===== src/rtl/ldq_pkg.sv =====
// ----------------------------------------------------------------------------
// Linked id deque package
// Shared sizes and the command encoding of the linked id deque.
// ----------------------------------------------------------------------------
package ldq_pkg;

   localparam int NUM_IDS   = 16;
   localparam int IDX_W     = $clog2(NUM_IDS);
   localparam int PROC_ID_W = 4;
   localparam int CMD_W     = 3;

   typedef enum logic [CMD_W-1:0] {
      CMD_ENQ_TAIL = 3'd0,
      CMD_ENQ_HEAD = 3'd1,
      CMD_DEQ_HEAD = 3'd2,
      CMD_DEQ_TAIL = 3'd3,
      CMD_REMOVE   = 3'd4,
      CMD_TEST     = 3'd5
   } cmd_type;

   typedef logic [IDX_W-1:0] idx_type;

endpackage


===== src/rtl/ldq_if.sv =====
// ----------------------------------------------------------------------------
// Linked id deque channels
// Valid/ready channels for the command items and the result items.
// ----------------------------------------------------------------------------
interface ldq_req_if;
   import ldq_pkg::*;

   logic                 valid;
   logic                 ready;
   logic [CMD_W-1:0]     cmd;
   logic [PROC_ID_W-1:0] proc_id;

   modport source (output valid, output cmd, output proc_id, input ready);
   modport sink   (input valid, input cmd, input proc_id, output ready);
endinterface

interface ldq_rsp_if;
   import ldq_pkg::*;

   logic                 valid;
   logic                 ready;
   logic                 status;
   logic [PROC_ID_W-1:0] taken_id;
   logic                 is_member;
   logic [PROC_ID_W-1:0] head_id;
   logic                 is_empty;

   modport source (output valid, output status, output taken_id, output is_member,
                   output head_id, output is_empty, input ready);
   modport sink   (input valid, input status, input taken_id, input is_member,
                   input head_id, input is_empty, output ready);
endinterface


===== src/rtl/linked_id_deque.sv =====
// ----------------------------------------------------------------------------
// Linked id deque
// Double-ended queue of process ids held as a doubly linked list.
// ----------------------------------------------------------------------------
// The block takes one command item per cycle and returns one result item per
// command: the command is held in an input register, the list update (a read
// of one next and one previous link entry and at most one write to each link
// table) is done in a single pass, and the result sits in an output register
// until it is taken. A stalled result only stops the input side once the
// input register is also full. Link entries of ids never linked hold no
// defined value, and none is needed: their values are used only for ids on
// the list. Membership bits clear at reset.
// ----------------------------------------------------------------------------
module linked_id_deque (
   input logic     clock,
   input logic     reset,
   ldq_req_if.sink   req_ch,
   ldq_rsp_if.source rsp_ch
);
   import ldq_pkg::*;

   localparam int CMP_W = PROC_ID_W + 1;

   // Input register.
   logic                 in_valid_ff;
   cmd_type              cmd_ff;
   logic [PROC_ID_W-1:0] id_ff;

   // List state.
   idx_type              next_link_ff [NUM_IDS];
   idx_type              prev_link_ff [NUM_IDS];
   logic [NUM_IDS-1:0]   member_ff, member_in;
   idx_type              head_ff, head_in;
   idx_type              tail_ff, tail_in;
   logic                 empty_ff, empty_in;

   // Result register.
   logic                 rsp_valid_ff;
   logic                 status_ff, status_in;
   logic [PROC_ID_W-1:0] taken_ff, taken_in;
   logic                 member_out_ff, member_out_in;
   logic [PROC_ID_W-1:0] head_out_ff;
   logic                 empty_out_ff;

   logic    advance;
   logic    id_ok;
   idx_type idx;
   logic    held;
   idx_type rd_idx;
   idx_type next_rd, prev_rd;
   logic    do_unlink;
   logic    next_we, prev_we;
   idx_type next_waddr, next_wdata, prev_waddr, prev_wdata;

   assign advance      = in_valid_ff && (!rsp_valid_ff || rsp_ch.ready);
   assign req_ch.ready = !in_valid_ff || advance;

   assign id_ok = {1'b0, id_ff} < CMP_W'(NUM_IDS);
   assign idx   = id_ff[IDX_W-1:0];
   assign held  = member_ff[idx];

   // Each link table is read at a single address: the end being dequeued or
   // the named id.
   always_comb begin
      unique case (cmd_ff)
         CMD_DEQ_HEAD: rd_idx = head_ff;
         CMD_DEQ_TAIL: rd_idx = tail_ff;
         default:      rd_idx = idx;
      endcase
   end

   assign next_rd = next_link_ff[rd_idx];
   assign prev_rd = prev_link_ff[rd_idx];

   always_comb begin
      status_in     = 1'b1;
      taken_in      = '0;
      member_out_in = 1'b0;
      head_in       = head_ff;
      tail_in       = tail_ff;
      empty_in      = empty_ff;
      member_in     = member_ff;
      do_unlink     = 1'b0;
      next_we       = 1'b0;
      prev_we       = 1'b0;
      next_waddr    = idx;
      next_wdata    = idx;
      prev_waddr    = idx;
      prev_wdata    = idx;

      unique case (cmd_ff)
         CMD_ENQ_TAIL, CMD_ENQ_HEAD: begin
            if (id_ok && !held) begin
               status_in      = 1'b0;
               member_in[idx] = 1'b1;
               next_we        = 1'b1;
               prev_we        = 1'b1;
               if (empty_ff) begin
                  // First id links to itself in both directions.
                  head_in  = idx;
                  tail_in  = idx;
                  empty_in = 1'b0;
               end else if (cmd_ff == CMD_ENQ_TAIL) begin
                  next_waddr = tail_ff;
                  prev_wdata = tail_ff;
                  tail_in    = idx;
               end else begin
                  prev_waddr = head_ff;
                  next_wdata = head_ff;
                  head_in    = idx;
               end
            end
         end
         CMD_DEQ_HEAD, CMD_DEQ_TAIL: begin
            if (!empty_ff) begin
               status_in = 1'b0;
               taken_in  = PROC_ID_W'(rd_idx);
               do_unlink = 1'b1;
            end
         end
         CMD_REMOVE: begin
            if (id_ok && held) begin
               status_in = 1'b0;
               taken_in  = PROC_ID_W'(rd_idx);
               do_unlink = 1'b1;
            end
         end
         CMD_TEST: begin
            if (id_ok) begin
               status_in     = 1'b0;
               member_out_in = held;
            end
         end
         default: begin
         end
      endcase

      if (do_unlink) begin
         member_in[rd_idx] = 1'b0;
         if (head_ff == tail_ff) begin
            head_in  = '0;
            tail_in  = '0;
            empty_in = 1'b1;
         end else if (rd_idx == head_ff) begin
            head_in = next_rd;
         end else if (rd_idx == tail_ff) begin
            tail_in = prev_rd;
         end else begin
            // Interior id: its neighbors point past it.
            next_we    = 1'b1;
            next_waddr = prev_rd;
            next_wdata = next_rd;
            prev_we    = 1'b1;
            prev_waddr = next_rd;
            prev_wdata = prev_rd;
         end
      end
   end

   always_ff @(posedge clock) begin
      if (reset) begin
         in_valid_ff  <= 1'b0;
         rsp_valid_ff <= 1'b0;
         member_ff    <= '0;
         head_ff      <= '0;
         tail_ff      <= '0;
         empty_ff     <= 1'b1;
      end else begin
         if (req_ch.ready) begin
            in_valid_ff <= req_ch.valid;
         end
         if (advance) begin
            rsp_valid_ff <= 1'b1;
            member_ff    <= member_in;
            head_ff      <= head_in;
            tail_ff      <= tail_in;
            empty_ff     <= empty_in;
         end else if (rsp_ch.ready) begin
            rsp_valid_ff <= 1'b0;
         end
      end
   end

   always_ff @(posedge clock) begin
      if (req_ch.ready && req_ch.valid) begin
         cmd_ff <= cmd_type'(req_ch.cmd);
         id_ff  <= req_ch.proc_id;
      end
      if (advance) begin
         status_ff     <= status_in;
         taken_ff      <= taken_in;
         member_out_ff <= member_out_in;
         head_out_ff   <= empty_in ? '0 : PROC_ID_W'(head_in);
         empty_out_ff  <= empty_in;
         if (next_we) begin
            next_link_ff[next_waddr] <= next_wdata;
         end
         if (prev_we) begin
            prev_link_ff[prev_waddr] <= prev_wdata;
         end
      end
   end

   assign rsp_ch.valid     = rsp_valid_ff;
   assign rsp_ch.status    = status_ff;
   assign rsp_ch.taken_id  = taken_ff;
   assign rsp_ch.is_member = member_out_ff;
   assign rsp_ch.head_id   = head_out_ff;
   assign rsp_ch.is_empty  = empty_out_ff;

endmodule

===== src/flat_wrapper.sv =====
// flat-port wrapper written by rule: the top's interface ports become plain ports
module linked_id_deque_flat import ldq_pkg::*;
  (clock, reset, req_ch_valid, req_ch_cmd, req_ch_proc_id, req_ch_ready, rsp_ch_valid, rsp_ch_status, rsp_ch_taken_id, rsp_ch_is_member, rsp_ch_head_id, rsp_ch_is_empty, rsp_ch_ready);
  ldq_req_if req_ch_i ();
  ldq_rsp_if rsp_ch_i ();
  input logic clock;
  input logic reset;
  input wire logic [$bits(req_ch_i.valid)-1:0] req_ch_valid;
  input wire logic [$bits(req_ch_i.cmd)-1:0] req_ch_cmd;
  input wire logic [$bits(req_ch_i.proc_id)-1:0] req_ch_proc_id;
  output wire logic [$bits(req_ch_i.ready)-1:0] req_ch_ready;
  output wire logic [$bits(rsp_ch_i.valid)-1:0] rsp_ch_valid;
  output wire logic [$bits(rsp_ch_i.status)-1:0] rsp_ch_status;
  output wire logic [$bits(rsp_ch_i.taken_id)-1:0] rsp_ch_taken_id;
  output wire logic [$bits(rsp_ch_i.is_member)-1:0] rsp_ch_is_member;
  output wire logic [$bits(rsp_ch_i.head_id)-1:0] rsp_ch_head_id;
  output wire logic [$bits(rsp_ch_i.is_empty)-1:0] rsp_ch_is_empty;
  input wire logic [$bits(rsp_ch_i.ready)-1:0] rsp_ch_ready;
  assign req_ch_i.valid = req_ch_valid;
  assign req_ch_i.cmd = req_ch_cmd;
  assign req_ch_i.proc_id = req_ch_proc_id;
  assign req_ch_ready = req_ch_i.ready;
  assign rsp_ch_valid = rsp_ch_i.valid;
  assign rsp_ch_status = rsp_ch_i.status;
  assign rsp_ch_taken_id = rsp_ch_i.taken_id;
  assign rsp_ch_is_member = rsp_ch_i.is_member;
  assign rsp_ch_head_id = rsp_ch_i.head_id;
  assign rsp_ch_is_empty = rsp_ch_i.is_empty;
  assign rsp_ch_i.ready = rsp_ch_ready;
  linked_id_deque u_core (.clock(clock), .reset(reset), .req_ch(req_ch_i), .rsp_ch(rsp_ch_i));
endmodule

===== config.mk =====
export PLATFORM = sky130hd
export DESIGN_NAME = linked_id_deque_flat
export DESIGN_NICKNAME = d
export VERILOG_FILES = /design/src/rtl/ldq_pkg.sv /design/src/rtl/ldq_if.sv /design/src/rtl/linked_id_deque.sv /design/src/flat_wrapper.sv
export SDC_FILE = /design/constraint.sdc
export NUM_CORES = 1
export LEC_CHECK = 0
export ABC_CLOCK_PERIOD_IN_PS = 7800
export BUFFER_PORTS_ARGS = -buffer_cell sky130_fd_sc_hd__buf_4
export CAP_MARGIN = 0
export CORE_MARGIN = 2
export CORE_UTILIZATION = 50
export CTS_BUF_LIST = sky130_fd_sc_hd__clkbuf_8
export DETAILED_ROUTE_END_ITERATION = 10
export PLACE_DENSITY = 0.68
export SLEW_MARGIN = 10
export SYNTH_ARGS = -nofsm -noshare
export SYNTH_HDL_FRONTEND = slang
export SYNTH_SLANG_ARGS = --single-unit
export TNS_END_PERCENT = 50

===== constraint.sdc =====
create_clock -name clock -period 7.8 [get_ports clock]
set_input_delay 1.56 -clock clock [delete_from_list [all_inputs] [get_ports clock]]
set_output_delay 1.56 -clock clock [all_outputs]
set_load 0.02 [all_outputs]

## Word level (Yosys, flattened, before mapping)

Memories as Yosys holds them, arrays and structs flattened.
Index checks and enable logic that the tools add are counted.

| word-level totals | value |
|---|---|
| flip-flop bits (word level) | 45 |
| memory bits (writable) | 128 |
| output and inout port bits | 13 |
| word-level logic and storage cells | 106 |
| memories kept | 2 |

| cells by class | value |
|---|---|
| $lt $le $gt $ge | 4 |
| equality and inequality tests | 8 |
| mux-type cells | 64 |
| bitwise gates (word level) | 3 |
| reductions and logical operators | 12 |

Memories:

| memory | words | bits a word | read ports | clocked after Yosys merged registers in | write ports | RTL line | RTL |
|---|---|---|---|---|---|---|---|
| u_core.next_link_ff | 16 | 4 | 1 | 0 | 1 | linked_id_deque.sv:30 | `idx_type next_link_ff [NUM_IDS];` |
| u_core.prev_link_ff | 16 | 4 | 1 | 0 | 1 | linked_id_deque.sv:31 | `idx_type prev_link_ff [NUM_IDS];` |

Operators by type and width:

| kind | count |
|---|---|
| two-way mux 4 bit | 33 |
| two-way mux 16 bit | 3 |
| two-way mux 1 bit | 21 |
| AND 16 bit | 1 |
| NOT 16 bit | 1 |
| OR 16 bit | 1 |
| one-hot mux 4 bit (2 select lines) | 2 |
| equality test 4 bit | 3 |
| less-than comparator 4 x 5 -> 1 bit (second input constant) | 2 |
| demux 1 bit (select 4 bit) | 2 |
| >= comparator 4 x 1 -> 1 bit (second input constant) | 2 |
| equality test 3 x 2 -> 1 bit (second input constant) | 2 |
| equality test 3 bit (second input constant) | 2 |
| binary-select mux 1 bit (select 4 bit) | 1 |
| logical AND 1 bit | 4 |
| one-hot mux 1 bit (4 select lines) | 1 |
| OR reduction 2 bit | 2 |
| equality test 3 x 1 -> 1 bit (second input constant) | 1 |
| logical NOT 3 bit | 1 |
| logical NOT 1 bit | 2 |
| logical OR 1 bit | 2 |
| one-hot mux 1 bit (2 select lines) | 1 |
| nonzero test 2 bit | 1 |

## Depth between registers and ports, before layout

Gate-level depths: netlist of the first run.

| depth | value |
|---|---|
| word-level depth | 11 |
| gate-level depth with buffers | 12 |

## Worst setup path before layout of the first run

No wires, ideal clock.

| timing | value |
|---|---|
| kind | input -> output |
| from | input rsp_ch_ready |
| to | output req_ch_ready |
| data arrival time | 1.912 ns |
| path slack | 4.328 ns |
| cell stages on the path | 2 |
| cells stage by stage | nor2b_1 nand2_1 |

| on the way | value |
|---|---|
| cells in the longest elaborated chain, start to end | 3 |

RTL lines:

| what | RTL line | RTL |
|---|---|---|
| start: declaration | flat_wrapper.sv:18 | `input wire logic [$bits(rsp_ch_i.ready)-1:0] rsp_ch_ready;` |
| logical OR 1 bit | linked_id_deque.sv:55 | `assign advance = in_valid_ff && (!rsp_valid_ff \|\| rsp_ch.ready);` |
| logical AND 1 bit | linked_id_deque.sv:55 |  |
| logical OR 1 bit | linked_id_deque.sv:56 | `assign req_ch.ready = !in_valid_ff \|\| advance;` |
| end: declaration | flat_wrapper.sv:11 | `output wire logic [$bits(req_ch_i.ready)-1:0] req_ch_ready;` |

No other way between the ends.

## Worst setup path in the final report of the first run

| timing | value |
|---|---|
| from | register u_core.cmd_ff[0] |
| to | memory u_core.prev_link_ff[1][2] in the netlist's numbering (enable) |

| on the way | value |
|---|---|
| elaborated cells between the ends (all ways) | 28 |
| those cells by class | 6 x eq/ne; 18 x mux; 3 x reduce/logical; 1 x memory |

RTL lines:

| what | RTL line | RTL |
|---|---|---|
| start: declaration | linked_id_deque.sv:26 | `cmd_type cmd_ff;` |
| start signal: assignment | linked_id_deque.sv:186 | `cmd_ff <= cmd_type'(req_ch.cmd);` |
| branches (longest 8 deep; another with memory read (16 x 4 bit)) | - |  |
| two-way mux 4 bit * | - |  |
| named net u_core.next_wdata[2] | linked_id_deque.sv:53 | `idx_type next_waddr, next_wdata, prev_waddr, prev_wdata;` |
| end: declaration | linked_id_deque.sv:31 |  |

Mark *: on every way through the listed nets, which the timed path passes.

==> qor.txt, run 1 <==
status: completed
relative slew slack: 26.75%
Synthesized Nets: 569
first drt pass iteration count: 5
max-slew violations: 0
cells after synthesis: 558
fin nets: 580
crit path max fanout: 40
CTS sink cnt: 173
GP Congestion: 0.8867
Hold Crit Depth: 2
final non-filler cell area: 8813 µm²
worst slew pin tran: 1.089 ns
vias: 5138
cts hold-fix bufs: 0
initial antenna violation count: 0
I/O pin cnt: 24
core area: 15830 µm²
Power, Total: 1864 µW
Logic pwr share: 9.0%
post-route minimum period: 4.731 ns
setup slack after layout: 3.069 ns
worst r2r src: u_core.cmd_ff[0]$_DFFE_PP_
Sw Share: 27.35%
Crit path arrival time: 4.83 ns
final hold violation count: 0
Detail Route Antenna Nets: 0
TritonCTS clock tree: done
Final period util: 60.66%
setup violators final: 0
CTS Buf Count: 17
WP data required: 7.89 ns
critical hold path startpoint: u_core.in_valid_ff$_SDFFE_PP0N_
R2R setup slack: 3.07 ns
pin count of the biggest net entering global routing: 43
Hold EP: u_core.rsp_ch.valid$_SDFFE_PP0P_
Setup crit end kind: flop
share of layout cells above drive strength 1: 21.48%
dpl cell area: 8359 µm²
Post-synth EDFFs: 146
CP Cell Sequence: mux2i_1 > mux2_4 > mux4_1 > a22oi_1 > nand2_1 > mux2i_4 > inv_4 > nor4_1
Startpoint Class: flop
Synth Cell Area: 8075 µm²
Row Count: 46
power share of the clock group: 36.0%
register area share after synthesis: 60.99%
height of the die: 131.1 µm
Root Driver: clkbuf_8
Peak Freq: 0.2114 GHz
DRC viols: 0
Syn-to-layout area delta: 9.142%
Initial Util: 51.02%
CTS resizes: 0
maximum vdd drop: 0.1548 mV
unrepaired setup endpoints after global routing: no
main flop type after synthesis: edfxtp_1
Final Skew: 0.01442 ns
# H-tree levels: 4
syn avg cell area: 14.47 µm²
Inserted Diodes: 0
maximum capacitance violations: 0
R2R Path End: u_core.prev_link_ff[1][2]$_DFFE_PP_
Yosys reg bits: 173
Via density: 6.439
net load switching power: 509.7 µW
CP top delay family: multiplexers
Buf+Inv Stages, Crit Path: 1
setup_tns: 0 ns
r2r worst-path depth: 8
Total GRT Usage: 22.45%
Leakage: 0.002875 µW
gr ovfl total: 0
Crit Path Category: flop to flop
dpl hpwl: 12360 µm
Hold Slack: 0.5196 ns
full die area: 17180 µm²
CP peak stage delay: 0.90 ns
Clock Tree Buf Depth: 2
# Post-CTS Setup Buffers: 0
Slowest cell on crit path: nor4_1
Internal Power: 1354 µW
number of distinct library cells after synthesis: 62
Avg WL per Cell: 23.04 µm
dpl ws: 3.063 ns
share of synthesized registers carrying an async set or reset: 0%
Post-Route WL: 18390 µm
yosys warns: 0
sequential share of power: 55.0%
initial DRC count: 719
vias in the first global route: 4911
clk slew on worst S/H paths: 0.10 ns
Die W: 131.1 µm
first-pass GRT wire length: 28190 µm
pwr/cell area: 211.5 nW/µm²
Min-Delay Path Class: flop to flop
Clock Latency Late Sink: 0.47 ns
I/O Buffers: 23
cell usage after synthesis (5+ instances only):
| library cell | n | area, µm² |
|---|---|---|
| nor4_1 | 33 | 206.5 |
| o21ai_0 | 15 | 75.07 |
| mux2_2 | 13 | 146.4 |
| mux2i_4 | 6 | 135.1 |
| mux4_1 | 5 | 131.4 |
| mux2i_1 | 27 | 270.3 |
| a21boi_0 | 5 | 37.54 |
| buf_2 | 11 | 55.05 |
| a211oi_1 | 16 | 120.1 |
| buf_6 | 6 | 67.56 |
| a21oi_1 | 16 | 80.08 |
| a311o_1 | 5 | 50.05 |
| nand2_1 | 42 | 157.7 |
| nor2_1 | 22 | 82.58 |
| edfxtp_1 | 146 | 4384 |
| mux4_2 | 21 | 473.0 |
| a221oi_1 | 7 | 61.31 |
| inv_1 | 6 | 22.52 |
| nor3_1 | 12 | 60.06 |
| a221o_1 | 9 | 90.09 |
| a22oi_1 | 14 | 105.1 |
| dfxtp_1 | 27 | 540.5 |
| clkbuf_1 | 14 | 52.55 |
placed cells by master (no fill, tap or decap), types with 7 or more instances in the layout:
cell      instances
mux2_2           13
mux4_2           21
mux2i_1          26
nand2_1          42
nor2_1           22
a221oi_1          7
clkbuf_8         17
o21ai_0          15
a22oi_1          14
a21oi_1          16
edfxtp_1        146
a211oi_1         16
nor3_1           12
buf_4            27
nor4_1           33
a221o_1           9
mux2i_4           7
dfxtp_1          27
power groups by stage:
stage	Sequential (µW)	Clock (µW)	Combinational, µW
2_1_floorplan	1040	0	124
3_3_place_gp	1040	0	163
3_5_place_dp	1050	0	166
4_1_cts	1020	681	166
5_1_grt	1030	717	180
6_report	1020	671	168
tightest hold or removal path, stage by stage (launching register included):
cell and delay, ns:
dfxtp_1 0.35, nor2_1 0.10, nor2_1 0.04
per-stage QoR:
stage          util (%)  cells
6_report          55.68    798
5_1_grt           55.68    798
4_1_cts           55.68    798
3_5_place_dp      52.81    766
3_3_place_gp      52.81    766
2_1_floorplan         -    558
state kept, by name, indices dropped and copies added (netlist names), 4 cells and up:
register / count
u_core.rsp_ch.taken_id: 4
u_core.next_link_ff: 64
u_core.member_ff: 16
u_core.prev_link_ff: 64
u_core.tail_ff: 4
u_core.id_ff: 4
u_core.head_ff: 4
u_core.rsp_ch.head_id: 4
kinds of logic (layout without fill, tap and decap cells):
| family | Yosys count | in the layout | share of synthesized area [%] |
|---|---|---|---|
| compound gates | 117 | 117 | 11.03 |
| xor+xnor | 6 | 6 | 0.6508 |
| buf+inv | 48 | 72 | 3.223 |
| flops | 173 | 173 | 60.99 |
| mux | 77 | 77 | 15.23 |
| simple gates | 137 | 137 | 8.878 |
layer usage:
metal  vias to the layer above  track usage (%)  share of wire (%)
met3                        32            6.006                7.8
met4                         0            7.322                1.5
li1                       2291                -                  -
met5                         -                0                  0
met1                      2550            30.18                 43
met2                       265            35.87                 47
area by class of cell:
cell class / instances / area (µm²)
fillers: 1269 / 7014
flip-flops and latches: 173 / 4925
multi-input cells: 337 / 2903
well taps: 216 / 270.3
clock buffers: 17 / 234.0
clock inverters: 15 / 220.2
repair buffers: 27 / 202.7
inverters: 13 / 58.81
how the worst max path moves through the flow:
stage | start | to | cells after the start
4_1_cts | u_core.cmd_ff[0]$_DFFE_PP_ | u_core.prev_link_ff[0][1]$_DFFE_PP_ | 8
6_report | u_core.cmd_ff[0]$_DFFE_PP_ | u_core.prev_link_ff[1][2]$_DFFE_PP_ | 8
3_5_place_dp | u_core.cmd_ff[0]$_DFFE_PP_ | u_core.prev_link_ff[0][3]$_DFFE_PP_ | 8
5_1_grt | u_core.cmd_ff[0]$_DFFE_PP_ | u_core.prev_link_ff[0][3]$_DFFE_PP_ | 8
2_1_floorplan | rsp_ch_ready | req_ch_ready | 2
3_3_place_gp | u_core.cmd_ff[0]$_DFFE_PP_ | u_core.prev_link_ff[1][1]$_DFFE_PP_ | 8
Note: power is estimated with default switching activity, not from simulation.
==> run 2, diff against run 1 <==
--- a/config.mk
+++ b/config.mk
@@ -5,14 +5,14 @@
 export SDC_FILE = /design/constraint.sdc
 export NUM_CORES = 1
 export LEC_CHECK = 0
-export ABC_CLOCK_PERIOD_IN_PS = 7800
+export ABC_CLOCK_PERIOD_IN_PS = 3900
 export BUFFER_PORTS_ARGS = -buffer_cell sky130_fd_sc_hd__buf_4
 export CAP_MARGIN = 0
 export CORE_MARGIN = 2
 export CORE_UTILIZATION = 50
 export CTS_BUF_LIST = sky130_fd_sc_hd__clkbuf_8
 export DETAILED_ROUTE_END_ITERATION = 10
-export PLACE_DENSITY = 0.68
+export PLACE_DENSITY = 0.71
 export SLEW_MARGIN = 10
 export SYNTH_ARGS = -nofsm -noshare
 export SYNTH_HDL_FRONTEND = slang
==> constraint.sdc (replaced) <==
create_clock -name clock -period 3.9 [get_ports clock]
set_input_delay 0.78 -clock clock [delete_from_list [all_inputs] [get_ports clock]]
set_output_delay 0.78 -clock clock [all_outputs]
set_load 0.02 [all_outputs]
==> qor.txt, run 2 (synthesis gave the netlist of run 1 again) <==
status: completed
final hold violation count: 0 (unchanged)
Leakage: 0.003179 µW (+11%)
Regs by FF count: u_core.next_link_ff (64), u_core.prev_link_ff (64), u_core.member_ff (16)
fin nets: 637 (+9.8%)
Row Count: 46 (unchanged)
I/O Buffers: 23 (unchanged)
WP data required: 4.09 ns (-3.80 ns)
Clock Latency Late Sink: 0.47 ns (about the same)
Via density: 6.360 (-1.2%)
commonest non-fill, non-tap cell in the layout: edfxtp_1
CP peak stage delay: 0.50 ns (-0.40 ns)
Final Skew: 0.01841 ns (+0.003986 ns)
Core Util, Final: 58.59% (+2.9 points)
Syn-to-layout area delta: 14.83%
CP Cell Sequence: mux2i_2 > mux2_4 > buf_4 > mux4_2 > a22oi_1 > a211o_1 > nand4_1 > nor4_1 > buf_4
Min-Delay Path Class: input port to flop
Startpoint Class: flop
unrepaired setup endpoints after global routing: no
core area: 15830 µm² (unchanged)
share of layout cells above drive strength 1: 28.79% (+7.3 points)
Setup crit end kind: flop
vias: 5438 (+5.8%)
CTS sink cnt: 173 (unchanged)
post-route minimum period: 3.713 ns (-1.018 ns)
Crit path arrival time: 3.91 ns (-0.92 ns)
Crit Path Category: flop to flop
CTS Buf Count: 17 (unchanged)
setup violators final: 0 (unchanged)
dpl hpwl: 13200 µm (+6.8%)
initial antenna violation count: 0 (unchanged)
Total GRT Usage: 23.82% (+1.4 points)
first-pass GRT wire length: 30220 µm (+7.2%)
Initial Util: 51.02% (unchanged)
pin count of the biggest net entering global routing: 43 (unchanged)
cts hold-fix bufs: 0 (unchanged)
Avg WL per Cell: 22.70 µm (-1.5%)
Layout Cells excl Fill: 855 (+7.1%)
Post-Route WL: 19410 µm (+5.5%)
Buf+Inv Stages, Crit Path: 2 (+1)
Die W: 131.1 µm (unchanged)
height of the die: 131.1 µm (unchanged)
area of the multi-input gates: 2923 µm² (+0.69%)
clk slew on worst S/H paths: 0.10 ns (about the same)
initial DRC count: 583 (-19%)
cell repeated most along the worst path: buf_4
full die area: 17180 µm² (unchanged)
fill count: 1211 (-4.6%)
first drt pass iteration count: 6 (+1)
crit path max fanout: 12 (-70%)
Detail Route Antenna Nets: 0 (unchanged)
Slowest cell on crit path: mux4_2
Peak Freq: 0.2693 GHz (+27%)
GP Congestion: 0.8957 (+1.0%)
Inserted Diodes: 0 (unchanged)
cell count after placement: 820 (+7.0%)
Register Area: 4925 µm² (unchanged)
max-slew violations: 0 (unchanged)
I/O pin cnt: 24 (unchanged)
relative slew slack: 47.09% (+20 points)
pwr/cell area: 414.1 nW/µm² (+96%)
TritonCTS clock tree: done
# H-tree levels: 4 (unchanged)
maximum capacitance violations: 0 (unchanged)
Final period util: 95.20% (+35 points)
vias in the first global route: 5373 (+9.4%)
gr ovfl total: 0 (unchanged)
most frequent cells in the layout: edfxtp_1 (146), buf_4 (82), nand2_1 (42), nor4_1 (33), dfxtp_1 (27)
Root Driver: clkbuf_8
setup_tns: 0 ns (unchanged)
worst slew pin tran: 0.7929 ns (-0.2958 ns)
DRC viols: 0 (unchanged)
CP top delay family: multiplexers
Clock Tree Buf Depth: 2 (unchanged)
maximum vdd drop: 0.3287 mV (+110%)
-- run 2: final timing paths --
check / from / to / slack (ns) / depth (start not counted)
worst max register to register: u_core.cmd_ff[0]$_DFFE_PP_ / u_core.next_link_ff[10][3]$_DFFE_PP_ / 0.19 / 9
worst min-delay path: req_ch_proc_id[2] / u_core.id_ff[2]$_DFFE_PP_ / 0.49 / 1
worst max-delay path: u_core.cmd_ff[0]$_DFFE_PP_ / u_core.next_link_ff[10][3]$_DFFE_PP_ / 0.19 / 9
worst min register to register: u_core.member_ff[2]$_SDFFE_PP0P_ / u_core.member_ff[2]$_SDFFE_PP0P_ / 0.53 / 2
-- run 2: per-stage QoR --
stage / cell area, µm² / hold WS [ns] / setup WS [ns] / total power, µW
2_1_floorplan: 8075 / 0.4868 / 0.5142 / 2323
3_3_place_gp: 8777 / 0.5003 / 0.2038 / 2437
3_5_place_dp: 8777 / 0.5144 / 0.1232 / 2446
4_1_cts: 9238 / 0.4621 / 0.1216 / 3854
5_1_grt: 9273 / 0.4616 / 0.01447 / 3971
6_report: 9273 / 0.4899 / 0.1872 / 3840
-- run 2: worst reg2reg max path, stage by stage, from the launching register on --
cell,delay [ns]
edfxtp_1,0.43
mux2i_2,0.37
mux2_4,0.42
buf_4,0.23
mux4_2,0.50
a22oi_1,0.31
a211o_1,0.22
nand4_1,0.40
nor4_1,0.37
buf_4,0.21
-- run 2: cell type report --
type | instances | area share [%]
timing repair buffer | 83 | 6.855
clock inverter | 15 | 2.442
inverter | 13 | 0.6342
multi-input combinational | 338 | 31.52
sequential | 173 | 53.11
clock buffer | 17 | 2.523
tap | 216 | 2.915
-- run 2: repair_timing --
item | 4_1_cts | 5_1_grt
setup endpoints to repair | 0 | 36
gates resized for setup | 0 | 3
buffers inserted | 0 | 2
hold endpoints to repair | 0 | 0
-- run 2: power by group --
part	internal, µW	leakage, µW	switching [µW]	total [µW]
clock network	723	0.000229	702	1420
logic	140	0.00140	242	382
registers	2020	0.00155	12.6	2030
-- run 2: routing by layer --
metal	vias up	part of all wire (%)	GRT usage (%)	wire length, µm
met5	-	0	0	0
met4	0	2.2	9.074	425
met3	32	6.2	5.114	1213
met2	257	49	38.04	9504
met1	2744	43	32.31	8265
li1	2405	-	-	-
